### config.mk
export PLATFORM = sky130hd
export DESIGN_NAME = ethernet_frame_filter_mac_rewrite_unit
export DESIGN_NICKNAME = d
export VERILOG_FILES = /design/src/rtl/effmr_pkg.sv /design/src/rtl/effmr_ram.sv /design/src/rtl/ethernet_frame_filter_mac_rewrite_unit.sv
export SDC_FILE = /design/constraint.sdc
export NUM_CORES = 1
export LEC_CHECK = 0
export ABC_CLOCK_PERIOD_IN_PS = 3550
export BUFFER_PORTS_ARGS = -buffer_cell sky130_fd_sc_hd__buf_4
export CORE_MARGIN = 8
export CORE_UTILIZATION = 40
export CTS_CLUSTER_SIZE = 30
export DETAILED_ROUTE_END_ITERATION = 16
export REMOVE_ABC_BUFFERS = 1
export SLEW_MARGIN = 25
export SYNTH_ARGS = -nofsm -noshare
export SYNTH_HDL_FRONTEND = slang
export SYNTH_SLANG_ARGS = --single-unit
### constraint.sdc
create_clock -name clock -period 3.55 [get_ports clock]
set_input_delay 0.355 -clock clock [delete_from_list [all_inputs] [get_ports clock]]
set_output_delay 0.355 -clock clock [all_outputs]
set_load 0.05 [all_outputs]
### src/rtl/effmr_pkg.sv
package effmr_pkg;

   // Header geometry: 14 bytes Ethernet plus 20 bytes IPv4
   localparam int HDR_BYTES = 34;
   localparam int HDR_AW    = $clog2(HDR_BYTES);
   localparam int MAC_BYTES = 6;

   // Frame length limit and byte position ceiling
   localparam int          MAX_FRAME_BYTES = 65535;
   localparam logic [15:0] POS_MAX         = 16'hFFFF;

   localparam logic [15:0] ETHERTYPE_IPV4 = 16'h0800;

   // Channel widths
   localparam int REQ_DATA_W = 40;
   localparam int RSP_DATA_W = 8;
   localparam int CSR_AW     = 2;
   localparam int CSR_DW     = 48;

   // Register indexes
   localparam logic [CSR_AW-1:0] CSR_PEER_A_MAC  = 2'd0;
   localparam logic [CSR_AW-1:0] CSR_PEER_B_MAC  = 2'd1;
   localparam logic [CSR_AW-1:0] CSR_OWN_MAC     = 2'd2;
   localparam logic [CSR_AW-1:0] CSR_PEER_A_IPV4 = 2'd3;

   // Output queue
   localparam int OUT_DEPTH = 4;
   localparam int OUT_PW    = $clog2(OUT_DEPTH);
   localparam int OUT_CW    = $clog2(OUT_DEPTH + 1);

   // One byte on its way to the output queue
   typedef struct packed {
      logic       from_ram;
      logic [7:0] data;
      logic       last;
   } issue_type;

   // Byte k of a MAC address in wire order (byte 0 is bits 47..40)
   function automatic logic [7:0] mac_byte(input logic [47:0] mac, input logic [2:0] k);
      logic [7:0] b;
      case (k)
         3'd0:    b = mac[47:40];
         3'd1:    b = mac[39:32];
         3'd2:    b = mac[31:24];
         3'd3:    b = mac[23:16];
         3'd4:    b = mac[15:8];
         3'd5:    b = mac[7:0];
         default: b = 8'h00;
      endcase
      return b;
   endfunction

endpackage

### src/rtl/effmr_ram.sv
module effmr_ram #(
   parameter int  WIDTH = 8,
   parameter int  DEPTH = 34,
   localparam int AW    = (DEPTH > 1) ? $clog2(DEPTH) : 1
) (
   input  logic             clock,
   input  logic             wr_en,
   input  logic [AW-1:0]    wr_addr,
   input  logic [WIDTH-1:0] wr_data,
   input  logic             rd_en,
   input  logic [AW-1:0]    rd_addr,
   output logic [WIDTH-1:0] rd_data
);

   logic [WIDTH-1:0] mem_ff [0:DEPTH-1];
   logic [WIDTH-1:0] rd_data_ff;

   // Single write port, registered read port
   always_ff @(posedge clock) begin
      if (wr_en) begin
         mem_ff[wr_addr] <= wr_data;
      end
      if (rd_en) begin
         rd_data_ff <= mem_ff[rd_addr];
      end
   end

   assign rd_data = rd_data_ff;

endmodule

### src/rtl/ethernet_frame_filter_mac_rewrite_unit.sv
// Channel | Direction | Word contents
// req     | in        | tdata: data_byte[7:0], wire_length[23:8], captured_length[39:24];
//         |           | tuser: first_byte; tlast: last_byte
// rsp     | out       | tdata: out_byte[7:0]; tlast: out_last
// csr     | in        | csr_we, csr_addr (register index), csr_wdata
//
// One input word per cycle in collect, drop and forward modes while the queue has room.
// When a kept frame's byte 33 arrives, the 34 header bytes are replayed while the queue
// has room, one per cycle: rewritten MACs, then header RAM bytes; req_tready is low meanwhile.
// Output goes through an issue stage (RAM read latency) and a 4-word queue, so rsp_tready
// low stalls input only once that queue fills; req_tready comes from registers only.
// Synchronous active-high reset: config registers zero, collecting from position 0.
module ethernet_frame_filter_mac_rewrite_unit (
   input  logic                              clock,
   input  logic                              reset,
   input  logic                              req_tvalid,
   output logic                              req_tready,
   // data_byte[7:0], wire_length[23:8], captured_length[39:24]
   input  logic [effmr_pkg::REQ_DATA_W-1:0]  req_tdata,
   // first_byte
   input  logic                              req_tuser,
   input  logic                              req_tlast,
   output logic                              rsp_tvalid,
   input  logic                              rsp_tready,
   // out_byte[7:0]
   output logic [effmr_pkg::RSP_DATA_W-1:0]  rsp_tdata,
   output logic                              rsp_tlast,
   input  logic                              csr_we,
   input  logic [effmr_pkg::CSR_AW-1:0]      csr_addr,
   input  logic [effmr_pkg::CSR_DW-1:0]      csr_wdata
);

   import effmr_pkg::*;

   localparam logic [1:0] MODE_COLLECT = 2'd0;
   localparam logic [1:0] MODE_FORWARD = 2'd1;
   localparam logic [1:0] MODE_IDLE    = 2'd2;

   localparam logic [15:0]       POS_HDR_LAST = 16'(HDR_BYTES - 1);
   localparam logic [15:0]       POS_HDR_END  = 16'(HDR_BYTES);
   localparam logic [HDR_AW-1:0] IDX_LAST     = HDR_AW'(HDR_BYTES - 1);
   localparam logic [HDR_AW-1:0] IDX_SRC      = HDR_AW'(MAC_BYTES);
   localparam logic [HDR_AW-1:0] IDX_RAM      = HDR_AW'(2 * MAC_BYTES);
   localparam logic [16:0]       MAX_LEN      = 17'(MAX_FRAME_BYTES);
   localparam int                IP_FIRST     = 26;

   // Configuration registers
   logic [47:0] peer_a_mac_ff, peer_a_mac_in;
   logic [47:0] peer_b_mac_ff, peer_b_mac_in;
   logic [47:0] own_mac_ff, own_mac_in;
   logic [31:0] peer_a_ipv4_ff, peer_a_ipv4_in;

   // Frame state
   logic [15:0] pos_ff, pos_in;
   logic [1:0]  mode_ff, mode_in;
   logic        lok_ff, lok_in;

   // Header bytes that take part in the keep decision
   logic [7:0] eth_ff [0:13];
   logic [7:0] eth_in [0:13];
   logic [7:0] ipb_ff [0:6];
   logic [7:0] ipb_in [0:6];

   // Header replay
   logic              rp_active_ff, rp_active_in;
   logic [HDR_AW-1:0] rp_idx_ff, rp_idx_in;
   logic              last33_ff, last33_in;
   logic              src_a_ff, src_a_in;

   // Issue stage and output queue
   logic              p_valid_ff, p_valid_in;
   issue_type         p_ff, p_in;
   logic [7:0]        oq_data_ff [0:OUT_DEPTH-1];
   logic              oq_last_ff [0:OUT_DEPTH-1];
   logic [OUT_PW-1:0] wr_ptr_ff, wr_ptr_in;
   logic [OUT_PW-1:0] rd_ptr_ff, rd_ptr_in;
   logic [OUT_CW-1:0] count_ff, count_in;

   // RAM ports
   logic              ram_we, ram_re;
   logic [HDR_AW-1:0] ram_wr_addr, ram_rd_addr;
   logic [7:0]        ram_rd_data;

   logic        req_fire, room, push, pop;
   logic [7:0]  in_byte;
   logic [15:0] in_wl, in_cl;
   logic [15:0] pos_cur;
   logic [1:0]  mode_cur;
   logic        lok_cur;
   logic [47:0] dst_mac, src_mac, new_dst;
   logic [15:0] etype;
   logic [31:0] ip_src, ip_dst;
   logic        src_a, src_b, keep;
   logic [7:0]  push_data;

   assign in_byte = req_tdata[7:0];
   assign in_wl   = req_tdata[23:8];
   assign in_cl   = req_tdata[39:24];

   assign room       = (count_ff + OUT_CW'(p_valid_ff)) < OUT_CW'(OUT_DEPTH);
   assign req_tready = !rp_active_ff && room;
   assign req_fire   = req_tvalid && req_tready;

   // A start mark restarts collection
   assign pos_cur  = req_tuser ? 16'd0 : pos_ff;
   assign mode_cur = req_tuser ? MODE_COLLECT : mode_ff;
   assign lok_cur  = req_tuser ? ((in_wl == in_cl) && (in_wl >= POS_HDR_END)
                                  && ({1'b0, in_wl} <= MAX_LEN))
                               : lok_ff;

   // Keep decision, evaluated with byte 33 on the input
   assign dst_mac = {eth_ff[0], eth_ff[1], eth_ff[2], eth_ff[3], eth_ff[4], eth_ff[5]};
   assign src_mac = {eth_ff[6], eth_ff[7], eth_ff[8], eth_ff[9], eth_ff[10], eth_ff[11]};
   assign etype   = {eth_ff[12], eth_ff[13]};
   assign ip_src  = {ipb_ff[0], ipb_ff[1], ipb_ff[2], ipb_ff[3]};
   assign ip_dst  = {ipb_ff[4], ipb_ff[5], ipb_ff[6], in_byte};
   assign src_a   = (src_mac == peer_a_mac_ff);
   assign src_b   = (src_mac == peer_b_mac_ff);
   assign keep    = lok_cur && (etype == ETHERTYPE_IPV4) && (src_a || src_b)
                    && (dst_mac == own_mac_ff)
                    && ((ip_src == peer_a_ipv4_ff) || (ip_dst == peer_a_ipv4_ff));

   assign new_dst = src_a_ff ? peer_b_mac_ff : peer_a_mac_ff;

   // Configuration writes
   always_comb begin
      peer_a_mac_in  = peer_a_mac_ff;
      peer_b_mac_in  = peer_b_mac_ff;
      own_mac_in     = own_mac_ff;
      peer_a_ipv4_in = peer_a_ipv4_ff;
      if (csr_we) begin
         case (csr_addr)
            CSR_PEER_A_MAC:  peer_a_mac_in  = csr_wdata;
            CSR_PEER_B_MAC:  peer_b_mac_in  = csr_wdata;
            CSR_OWN_MAC:     own_mac_in     = csr_wdata;
            CSR_PEER_A_IPV4: peer_a_ipv4_in = csr_wdata[31:0];
            default:         peer_a_mac_in  = peer_a_mac_ff;
         endcase
      end
   end

   // Capture of decision bytes
   always_comb begin
      for (int k = 0; k < 14; k++) begin
         eth_in[k] = eth_ff[k];
         if (req_fire && (mode_cur == MODE_COLLECT) && (pos_cur == 16'(k))) begin
            eth_in[k] = in_byte;
         end
      end
      for (int k = 0; k < 7; k++) begin
         ipb_in[k] = ipb_ff[k];
         if (req_fire && (mode_cur == MODE_COLLECT) && (pos_cur == 16'(IP_FIRST + k))) begin
            ipb_in[k] = in_byte;
         end
      end
   end

   // Frame sequencing, RAM access and issue
   always_comb begin
      pos_in       = pos_ff;
      mode_in      = mode_ff;
      lok_in       = lok_ff;
      rp_active_in = rp_active_ff;
      rp_idx_in    = rp_idx_ff;
      last33_in    = last33_ff;
      src_a_in     = src_a_ff;
      p_valid_in   = 1'b0;
      p_in         = '0;
      ram_we       = 1'b0;
      ram_wr_addr  = pos_cur[HDR_AW-1:0];
      ram_re       = 1'b0;
      ram_rd_addr  = rp_idx_ff;

      if (req_fire) begin
         pos_in  = (pos_cur != POS_MAX) ? pos_cur + 16'd1 : pos_cur;
         lok_in  = lok_cur;
         mode_in = mode_cur;
         case (mode_cur)
            MODE_COLLECT: begin
               ram_we = (pos_cur < POS_HDR_END);
               if (pos_cur == POS_HDR_LAST) begin
                  if (keep) begin
                     rp_active_in = 1'b1;
                     rp_idx_in    = '0;
                     last33_in    = req_tlast;
                     src_a_in     = src_a;
                     mode_in      = req_tlast ? MODE_IDLE : MODE_FORWARD;
                  end else begin
                     mode_in = MODE_IDLE;
                  end
               end else if (req_tlast) begin
                  mode_in = MODE_IDLE;
               end
            end
            MODE_FORWARD: begin
               p_valid_in = 1'b1;
               p_in.data  = in_byte;
               p_in.last  = req_tlast;
               if (req_tlast) begin
                  mode_in = MODE_IDLE;
               end
            end
            default: begin
               mode_in = MODE_IDLE;
            end
         endcase
      end else if (rp_active_ff && room) begin
         // Replay: rewritten MACs, then stored bytes from RAM
         p_valid_in = 1'b1;
         p_in.last  = (rp_idx_ff == IDX_LAST) && last33_ff;
         if (rp_idx_ff < IDX_SRC) begin
            p_in.data = mac_byte(new_dst, rp_idx_ff[2:0]);
         end else if (rp_idx_ff < IDX_RAM) begin
            p_in.data = mac_byte(own_mac_ff, 3'(rp_idx_ff - IDX_SRC));
         end else begin
            p_in.from_ram = 1'b1;
            ram_re        = 1'b1;
         end
         rp_idx_in = rp_idx_ff + HDR_AW'(1);
         if (rp_idx_ff == IDX_LAST) begin
            rp_active_in = 1'b0;
         end
      end
   end

   // Output queue bookkeeping
   assign push      = p_valid_ff;
   assign pop       = rsp_tvalid && rsp_tready;
   assign push_data = p_ff.from_ram ? ram_rd_data : p_ff.data;

   always_comb begin
      wr_ptr_in = push ? wr_ptr_ff + OUT_PW'(1) : wr_ptr_ff;
      rd_ptr_in = pop ? rd_ptr_ff + OUT_PW'(1) : rd_ptr_ff;
      count_in  = count_ff + OUT_CW'(push) - OUT_CW'(pop);
   end

   assign rsp_tvalid = (count_ff != '0);
   assign rsp_tdata  = oq_data_ff[rd_ptr_ff];
   assign rsp_tlast  = oq_last_ff[rd_ptr_ff];

   // Control registers
   always_ff @(posedge clock) begin
      if (reset) begin
         peer_a_mac_ff  <= '0;
         peer_b_mac_ff  <= '0;
         own_mac_ff     <= '0;
         peer_a_ipv4_ff <= '0;
         pos_ff         <= '0;
         mode_ff        <= MODE_COLLECT;
         lok_ff         <= 1'b0;
         rp_active_ff   <= 1'b0;
         p_valid_ff     <= 1'b0;
         wr_ptr_ff      <= '0;
         rd_ptr_ff      <= '0;
         count_ff       <= '0;
      end else begin
         peer_a_mac_ff  <= peer_a_mac_in;
         peer_b_mac_ff  <= peer_b_mac_in;
         own_mac_ff     <= own_mac_in;
         peer_a_ipv4_ff <= peer_a_ipv4_in;
         pos_ff         <= pos_in;
         mode_ff        <= mode_in;
         lok_ff         <= lok_in;
         rp_active_ff   <= rp_active_in;
         p_valid_ff     <= p_valid_in;
         wr_ptr_ff      <= wr_ptr_in;
         rd_ptr_ff      <= rd_ptr_in;
         count_ff       <= count_in;
      end
   end

   // Payload registers
   always_ff @(posedge clock) begin
      rp_idx_ff <= rp_idx_in;
      last33_ff <= last33_in;
      src_a_ff  <= src_a_in;
      p_ff      <= p_in;
      eth_ff    <= eth_in;
      ipb_ff    <= ipb_in;
      if (push) begin
         oq_data_ff[wr_ptr_ff] <= push_data;
         oq_last_ff[wr_ptr_ff] <= p_ff.last;
      end
   end

   // Header store
   effmr_ram #(
      .WIDTH (8),
      .DEPTH (HDR_BYTES)
   ) u_hdr_ram (
      .clock   (clock),
      .wr_en   (ram_we),
      .wr_addr (ram_wr_addr),
      .wr_data (in_byte),
      .rd_en   (ram_re),
      .rd_addr (ram_rd_addr),
      .rd_data (ram_rd_data)
   );

   // Queue plus issue stage never overrun the queue
   a_queue_bound: assert property (@(posedge clock) disable iff (reset)
      (count_ff + OUT_CW'(p_valid_ff)) <= OUT_CW'(OUT_DEPTH))
      else $error("output queue overrun");

   // Input is held off for the whole header replay
   a_no_accept_replay: assert property (@(posedge clock) disable iff (reset)
      rp_active_ff |-> !(req_tvalid && req_tready))
      else $error("word accepted during header replay");

   // Replay starts only from an accepted header word
   a_replay_start: assert property (@(posedge clock) disable iff (reset)
      $rose(rp_active_ff) |-> $past(req_tvalid && req_tready))
      else $error("replay started without an input word");

endmodule
==> impl_metrics.csv, run 1 <==
group,metric,value,unit
power,p_switching,4.077,mW
final_layout,instances_no_fill,3440,
logic_synthesis,seq_area_frac_synth,0.6425,
sta,finalSetupViolCount,0,
critical_path,crit_arrival,3530,ps
floorplanning,rows,100,
sta,fin_crit,3210,ps
floorplanning,die_area,83290,um2
outcome,status,"complete, no violations",
logic_synthesis,synth_xor_area_frac,0.07072,
clock_tree,cts_resized,0,
clock_tree,clock_path_buffers,3,
final_layout,fin_nets,2529,
logic_synthesis,yosysTopAreaCell,"edfxtp_1",
logic_synthesis,synth_top_family_by_area,"simple AND/OR/NAND/NOR gates",
clock_tree,cts.sinks,708,
logic_synthesis,ys.flop_type,"edfxtp_1",
worst_hold_path,hold_depth,3,
place,dp.cells,3306,
power,swShare,0.2317,
clock_tree,path_clk_slew,70,ps
power,clkPwrFrac,0.413,
power,leakage,11.75,nW
place,place_area,31910,um2
logic_synthesis,syn_area_per_cell,13.16,um2
final_layout,antenna_cells,0,
floorplanning,io_pins,108,
critical_path,r2r_start,"eth_ff[5]",
clock_tree,postCtsSetupRepairBufs,0,
logic_synthesis,synth_fa_ha_area_frac,0.007577,
final_layout,drive_gt1_frac,0.1615,
final_layout,syn_to_final_growth,15.10,%
detailed_routing,drc_errors,0,
logic_synthesis,synth-simple-area-share,0.1065,
sta,fin_tns_setup,0,ps
power,combPwrFrac,0.067,
sta,drv_slew,0,
logic_synthesis,yosysWarnings,0,
final_layout,nFillCells,6540,
place,place_hpwl,59780,um
global_route,grt.busiest_layer,"met2",
critical_path,required,3870,ps
worst_hold_path,hold_path_class,"input port to flop",
detailed_routing,drt_wl_total,87100,um
floorplanning,coreArea,73950,um2
worst_hold_path,hold_start,"csr_wdata[24]",
critical_path,slowest_stage,"nor4_1",
place,dp_slack,475.6,ps
sta,skew,32.74,ps
global_route,grt_use_met3,0.05577,
clock_tree,cts-root-buf,"clkbuf_16",
logic_synthesis,ys_ff_latch,708,
power,powerDensity,514.2,nW/um2
detailed_routing,vias_per_cell,5.659,
sta,setup_ws,340.0,ps
critical_path,cpPeakStageDelay,800,ps
critical_path,crit_type,"flop to flop",
detailed_routing,via_count,19470,
critical_path,crit_chain,"nor4_1 -> nor4bb_1 -> nand4_1 -> nor4_2 -> nand2_1 -> o31ai_1 -> buf_4",
critical_path,cp-start-kind,"flop",
run,cap_violations,0,
critical_path,cp_max_fo,6,
floorplanning,start_util,0.4020,
critical_path,reg2reg_to,"ram_rd_addr[2]",
floorplanning,die_h,288.6,um
logic_synthesis,synthDistinctLibCells,65,
critical_path,r2r.worst_path.cells,7,
logic_synthesis,synth_compound_area_frac,0.06546,
global_route,grt_usage,0.2053,
logic_synthesis,synth_top_area_frac,0.4971,
sta,relSlewSlack,0.3857,
sta,min_period_over_period,0.9042,
sta,finalHoldViolCount,0,
detailed_routing,post_drt_wl_per_cell,25.32,um
logic_synthesis,synth_edf_count,492,
final_layout,finish.instance_area,34210,um2
power,seqPwrFrac,0.520,
power,internal_power,13.51,mW
power,ir_worst_vdd,0.0003395,V
logic_synthesis,synth_area,29720,um2
global_route,use_met2,0.3208,
logic_synthesis,syn_inst,2259,
logic_synthesis,async_flop_share,0,
sta,whs,25.23,ps
floorplanning,die_w,288.6,um
clock_tree,ctsHtreeMaxLevel,3,
logic_synthesis,synthMuxAreaShare,0.08773,
worst_hold_path,holdPathEnd,"own_mac_ff[24]",
place,place_congestion,0.9351,
critical_path,r2r_slack,340,ps
sta,fmax,311.5,MHz
place,port_buffers,107,
global_route,grt_pass1_wl,126400,um
clock_tree,cts_tree,"yes",
global_route,antenna_found_initial,1,
logic_synthesis,synth_area_leaders,"edfxtp_1 (50%), dfxtp_1 (15%), xor2_1 (6.7%)",
global_route,gr-total-overflow,0,
detailed_routing,drtAntennaViolNets,0,
sta,worst_slew_pin_slew,913.0,ps
critical_path,end_kind,"flop",
global_route,grt_max_degree,80,
detailed_routing,drtIter0Drc,2274,
global_route,grt_pass1_vias,18970,
sta,rsz0062_at_grt,"false",
clock_tree,clk_latency,620,ps
clock_tree,numCtsBuffers,71,
global_route,met1_usage,0.2769,
clock_tree,hold_buffers,3,
detailed_routing,dr.pass1.iters,5,
critical path: cells and delay by family (launching register included):
kind | cells | cell delay, ps
flip-flops | 1 | 370
AO/OA/AOI/OAI | 1 | 310
buffers and inverters | 1 | 220
AND/OR/NAND/NOR | 5 | 2000
logic make-up after synthesis:
kind of cell | count (synthesis)
compound gates | 321
xor+xnor | 240
fa+ha+maj | 18
buf+inv | 127
flops | 708
mux | 138
simple gates | 707
cell type report:
class	instances	area, um2	share of cell area
clock buffers	99	2028	0.05928
clock inverters	31	219.0	0.006400
inverters	14	52.55	0.001536
multi-input cells	1424	10070	0.2943
flip-flops and latches	708	19100	0.5582
well taps	969	1212	0.03544
repair buffers	195	1533	0.04480
per-stage QoR:
step,utilization,power [mW]
2_1_floorplan,-,9.800
3_3_place_gp,0.4314,10.44
5_1_grt,0.4627,18.10
6_report,0.4627,17.59
4_1_cts,0.4623,17.69
3_5_place_dp,0.4315,10.47
cells in the final DEF, fill, tap and decap left out, drive strengths merged, types with 14 or more instances in the layout:
cell | synthesis | layout
mux4 | 90 | 90
edfxtp | 492 | 492
a21oi | 206 | 206
nand4 | 25 | 25
clkbuf | 90 | 99
xor2 | 227 | 227
buf | 23 | 192
a222oi | 14 | 14
mux2i | 25 | 25
inv | 14 | 16
nor2b | 15 | 15
clkinv | 0 | 24
ha | 18 | 18
nand3 | 18 | 18
dfxtp | 216 | 216
a22oi | 15 | 15
nand2 | 408 | 408
nor3 | 20 | 20
nor4 | 73 | 73
nor2 | 105 | 105
mux2 | 23 | 23
synth_stat cells, types with 23 or more instances:
cell type	count
mux2_2	23
mux2i_1	25
clkbuf_1	90
edfxtp_1	492
dfxtp_1	216
mux4_2	71
nand4_1	25
a21oi_1	206
nor2_1	105
xor2_1	227
nor4_1	71
nand2_1	408
power groups by stage:
stage               Clock, mW  Combinational, mW  Sequential [mW]
floorplan                   0              0.546             9.25
global placement            0               1.13             9.31
detailed placement          0               1.16             9.31
CTS                      7.38               1.17             9.14
global route             7.69               1.26             9.15
finish                   7.27               1.18             9.14
registers in the layout (all words and copies together) (netlist names), 2 cells and up, named ones only:
| register | count |
|---|---|
| p_ff | 10 |
| ip_src | 32 |
| dst_mac | 48 |
| ram_rd_addr | 6 |
| u_hdr_ram.rd_data | 8 |
| peer_a_ipv4_ff | 32 |
| oq_data_ff | 32 |
| own_mac_ff | 48 |
| oq_last_ff | 4 |
| eth_ff | 64 |
| peer_a_mac_ff | 48 |
| peer_b_mac_ff | 48 |
| wr_ptr_ff | 2 |
| mode_ff | 2 |
| pos_ff | 16 |
| count_ff | 3 |
| rd_ptr_ff | 2 |
| ip_dst | 24 |
| u_hdr_ram.mem_ff | 272 |
per-layer routing:
metal,share of wire,up-vias
met1,0.41,9735
met2,0.46,936
met4,0.030,0
met3,0.099,134
met5,0,-
li1,-,8662
how the worst max path moves through the flow:
stage	start	to	slack [ps]	cells past startpoint
5_1_grt	p_valid_ff	u_hdr_ram.mem_ff[12][4]	180	7
4_1_cts	p_valid_ff	u_hdr_ram.mem_ff[12][3]	440	7
3_3_place_gp	req_tuser	ram_rd_addr[5]	490	8
2_1_floorplan	ram_rd_addr[0]	p_ff[7]	-1130	8
3_5_place_dp	p_valid_ff	u_hdr_ram.mem_ff[12][3]	480	7
6_report	eth_ff[5]	ram_rd_addr[2]	340	7
No activity file was read; power rests on OpenSTA's default activity.
==> run 2, diff against run 1 <==
Settings changed: CTS_BUF_LIST from default to sky130_fd_sc_hd__clkbuf_8, PLACE_DENSITY_LB_ADDON from default to 0.05.
==> impl_metrics.csv, run 2 (synthesis gave the netlist of run 1 again) <==
group,metric,value,unit
sta,relSlewSlack,0.2977,
critical_path,worst-path-buf-inv,2,
floorplanning,io_pins,108,
final_layout,largestRegisters,"u_hdr_ram.mem_ff x272, eth_ff x64",
critical_path,critPathTopFamily,"simple AND/OR/NAND/NOR gates",
floorplanning,die_w,288.6,um
sta,rsz0062_at_grt,"false",
final_layout,layout_common_cells,"edfxtp_1 (492), nand2_1 (408), xor2_1 (227)",
detailed_routing,dr.pass1.iters,8,
final_layout,nFillCells,6638,
global_route,grt_pass1_vias,19630,
critical_path,cpPeakStageDelay,700,ps
detailed_routing,drtAntennaViolNets,0,
worst_hold_path,hold_start,"rsp_tready",
clock_tree,numCtsBuffers,119,
worst_hold_path,hold_path_class,"input port to flop",
detailed_routing,drt_wl_total,94640,um
floorplanning,die_area,83290,um2
sta,fin_crit,3323,ps
global_route,grt_pass1_wl,137000,um
final_layout,drive_gt1_frac,0.1842,
floorplanning,start_util,0.4020,
sta,finalSetupViolCount,0,
critical_path,cp_common_cell,"buf_4",
place,place_area,32050,um2
critical_path,r2r_slack,230,ps
place,place_congestion,0.8961,
final_layout,syn_to_final_growth,17.44,%
place,place_hpwl,64910,um
critical_path,crit_chain,"xor2_1 -> nor4_1 -> nand4_1 -> nor3_1 -> buf_4 -> o21ai_0 -> o31ai_1 -> buf_4",
sta,drv_slew,0,
detailed_routing,post_drt_wl_per_cell,26.29,um
clock_tree,clk_latency,740,ps
final_layout,fin_nets,2640,
sta,skew,31.56,ps
sta,whs,77.78,ps
detailed_routing,drtIter0Drc,2141,
clock_tree,cts_resized,0,
clock_tree,cts.sinks,708,
critical_path,cp-start-kind,"flop",
critical_path,required,3970,ps
sta,min_period_over_period,0.9362,
critical_path,cp_max_fo,6,
global_route,grt_max_degree,82,
sta,worst_slew_pin_slew,1054,ps
critical_path,r2r.worst_path.cells,8,
clock_tree,cts_tree,"yes",
critical_path,r2r_start,"eth_ff[22]",
floorplanning,die_h,288.6,um
global_route,grt_usage,0.2252,
detailed_routing,vias_per_cell,5.499,
sta,fmax,300.9,MHz
global_route,gr-total-overflow,0,
clock_tree,clock_path_buffers,3,
clock_tree,path_clk_slew,70,ps
critical_path,slowest_stage,"nor4_1",
critical_path,reg2reg_to,"ram_rd_addr[3]",
worst_hold_path,hold_depth,4,
floorplanning,rows,100,
final_layout,layout_commonest_cell,"edfxtp_1",
critical_path,crit_type,"flop to flop",
place,port_buffers,107,
final_layout,largest_reg_flops,272,
power,leakage,12.31,nW
outcome,status,"complete, no violations",
run,cap_violations,0,
clock_tree,cts-root-buf,"clkbuf_8",
sta,finalHoldViolCount,0,
power,powerDensity,501.5,nW/um2
critical_path,end_kind,"flop",
clock_tree,ctsHtreeMaxLevel,3,
final_layout,finish.instance_area,34910,um2
worst_hold_path,holdPathEnd,"rd_ptr_ff[0]",
critical_path,crit_arrival,3740,ps
final_layout,regMostFlops,"u_hdr_ram.mem_ff",
global_route,antenna_found_initial,4,
power,ir_worst_vdd,0.0002800,V
detailed_routing,via_count,19800,
detailed_routing,drc_errors,0,
floorplanning,coreArea,73950,um2
run 2: metal layers:
| layer | vias up | GRT usage | wire length (um) |
|---|---|---|---|
| met1 | 9994 | 0.3279 | 43230 |
| met5 | - | 0 | 13 |
| met2 | 743 | 0.3474 | 42670 |
| met3 | 130 | 0.04342 | 6861 |
| li1 | 8926 | - | - |
| met4 | 2 | 0.05118 | 1857 |
run 2: worst max-delay path by stage:
| stage | from | endpoint | slack (ps) | cells after the start |
|---|---|---|---|---|
| after global placement | eth_ff[22] | ram_rd_addr[5] | 310 | 8 |
| after detailed placement | eth_ff[22] | ram_rd_addr[2] | 350 | 8 |
| final | eth_ff[22] | ram_rd_addr[3] | 230 | 8 |
| after CTS | eth_ff[22] | ram_rd_addr[4] | 280 | 8 |
| after floorplan | ram_rd_addr[0] | p_ff[7] | -1130 | 8 |
| after global routing | p_valid_ff | u_hdr_ram.mem_ff[9][4] | 200 | 8 |
run 2: report_power, final:
group          internal, mW  switching (mW)
registers              8.98           0.177
clock network          3.79            3.35
logic                 0.414           0.790
total                  13.2            4.32
run 2: worst reg2reg max path, delay by kind of cell, from the launching register on:
family / cells / cell delay, ps
buffers and inverters: 2 / 460
AO/OA/AOI/OAI: 2 / 460
AND/OR/NAND/NOR: 3 / 1440
flip-flops: 1 / 440
XOR/XNOR: 1 / 220
run 2: cell type report:
type                    count  area (um2)  share of cell area
flip-flops and latches    708       19100              0.5471
clock inverters            91       539.3             0.01545
well taps                 969        1212             0.03473
repair buffers            258        2113             0.06054
clock buffers             132        1817             0.05204
diodes                      4       10.01           0.0002867
multi-input cells        1424       10060              0.2883
inverters                  14       52.55            0.001505
run 2: stage by stage:
stage	util	TNS (ps)	std cells	total power, mW	setup slack, ps
detailed placement	0.4334	0	3324	10.49	345.4
CTS	0.4719	0	3596	17.70	276.8
global placement	0.4334	0	3324	10.48	314.9
floorplan	-	-18160	2146	9.800	-1126
global route	0.4720	0	3598	18.13	199.3
finish	0.4721	0	3600	17.50	226.5
run 2: repair_timing:
action | 4_1_cts | 5_1_grt
hold buffers | 49 | 0
setup buffers | 0 | 0
endpoints found under the hold margin | 179 | 0
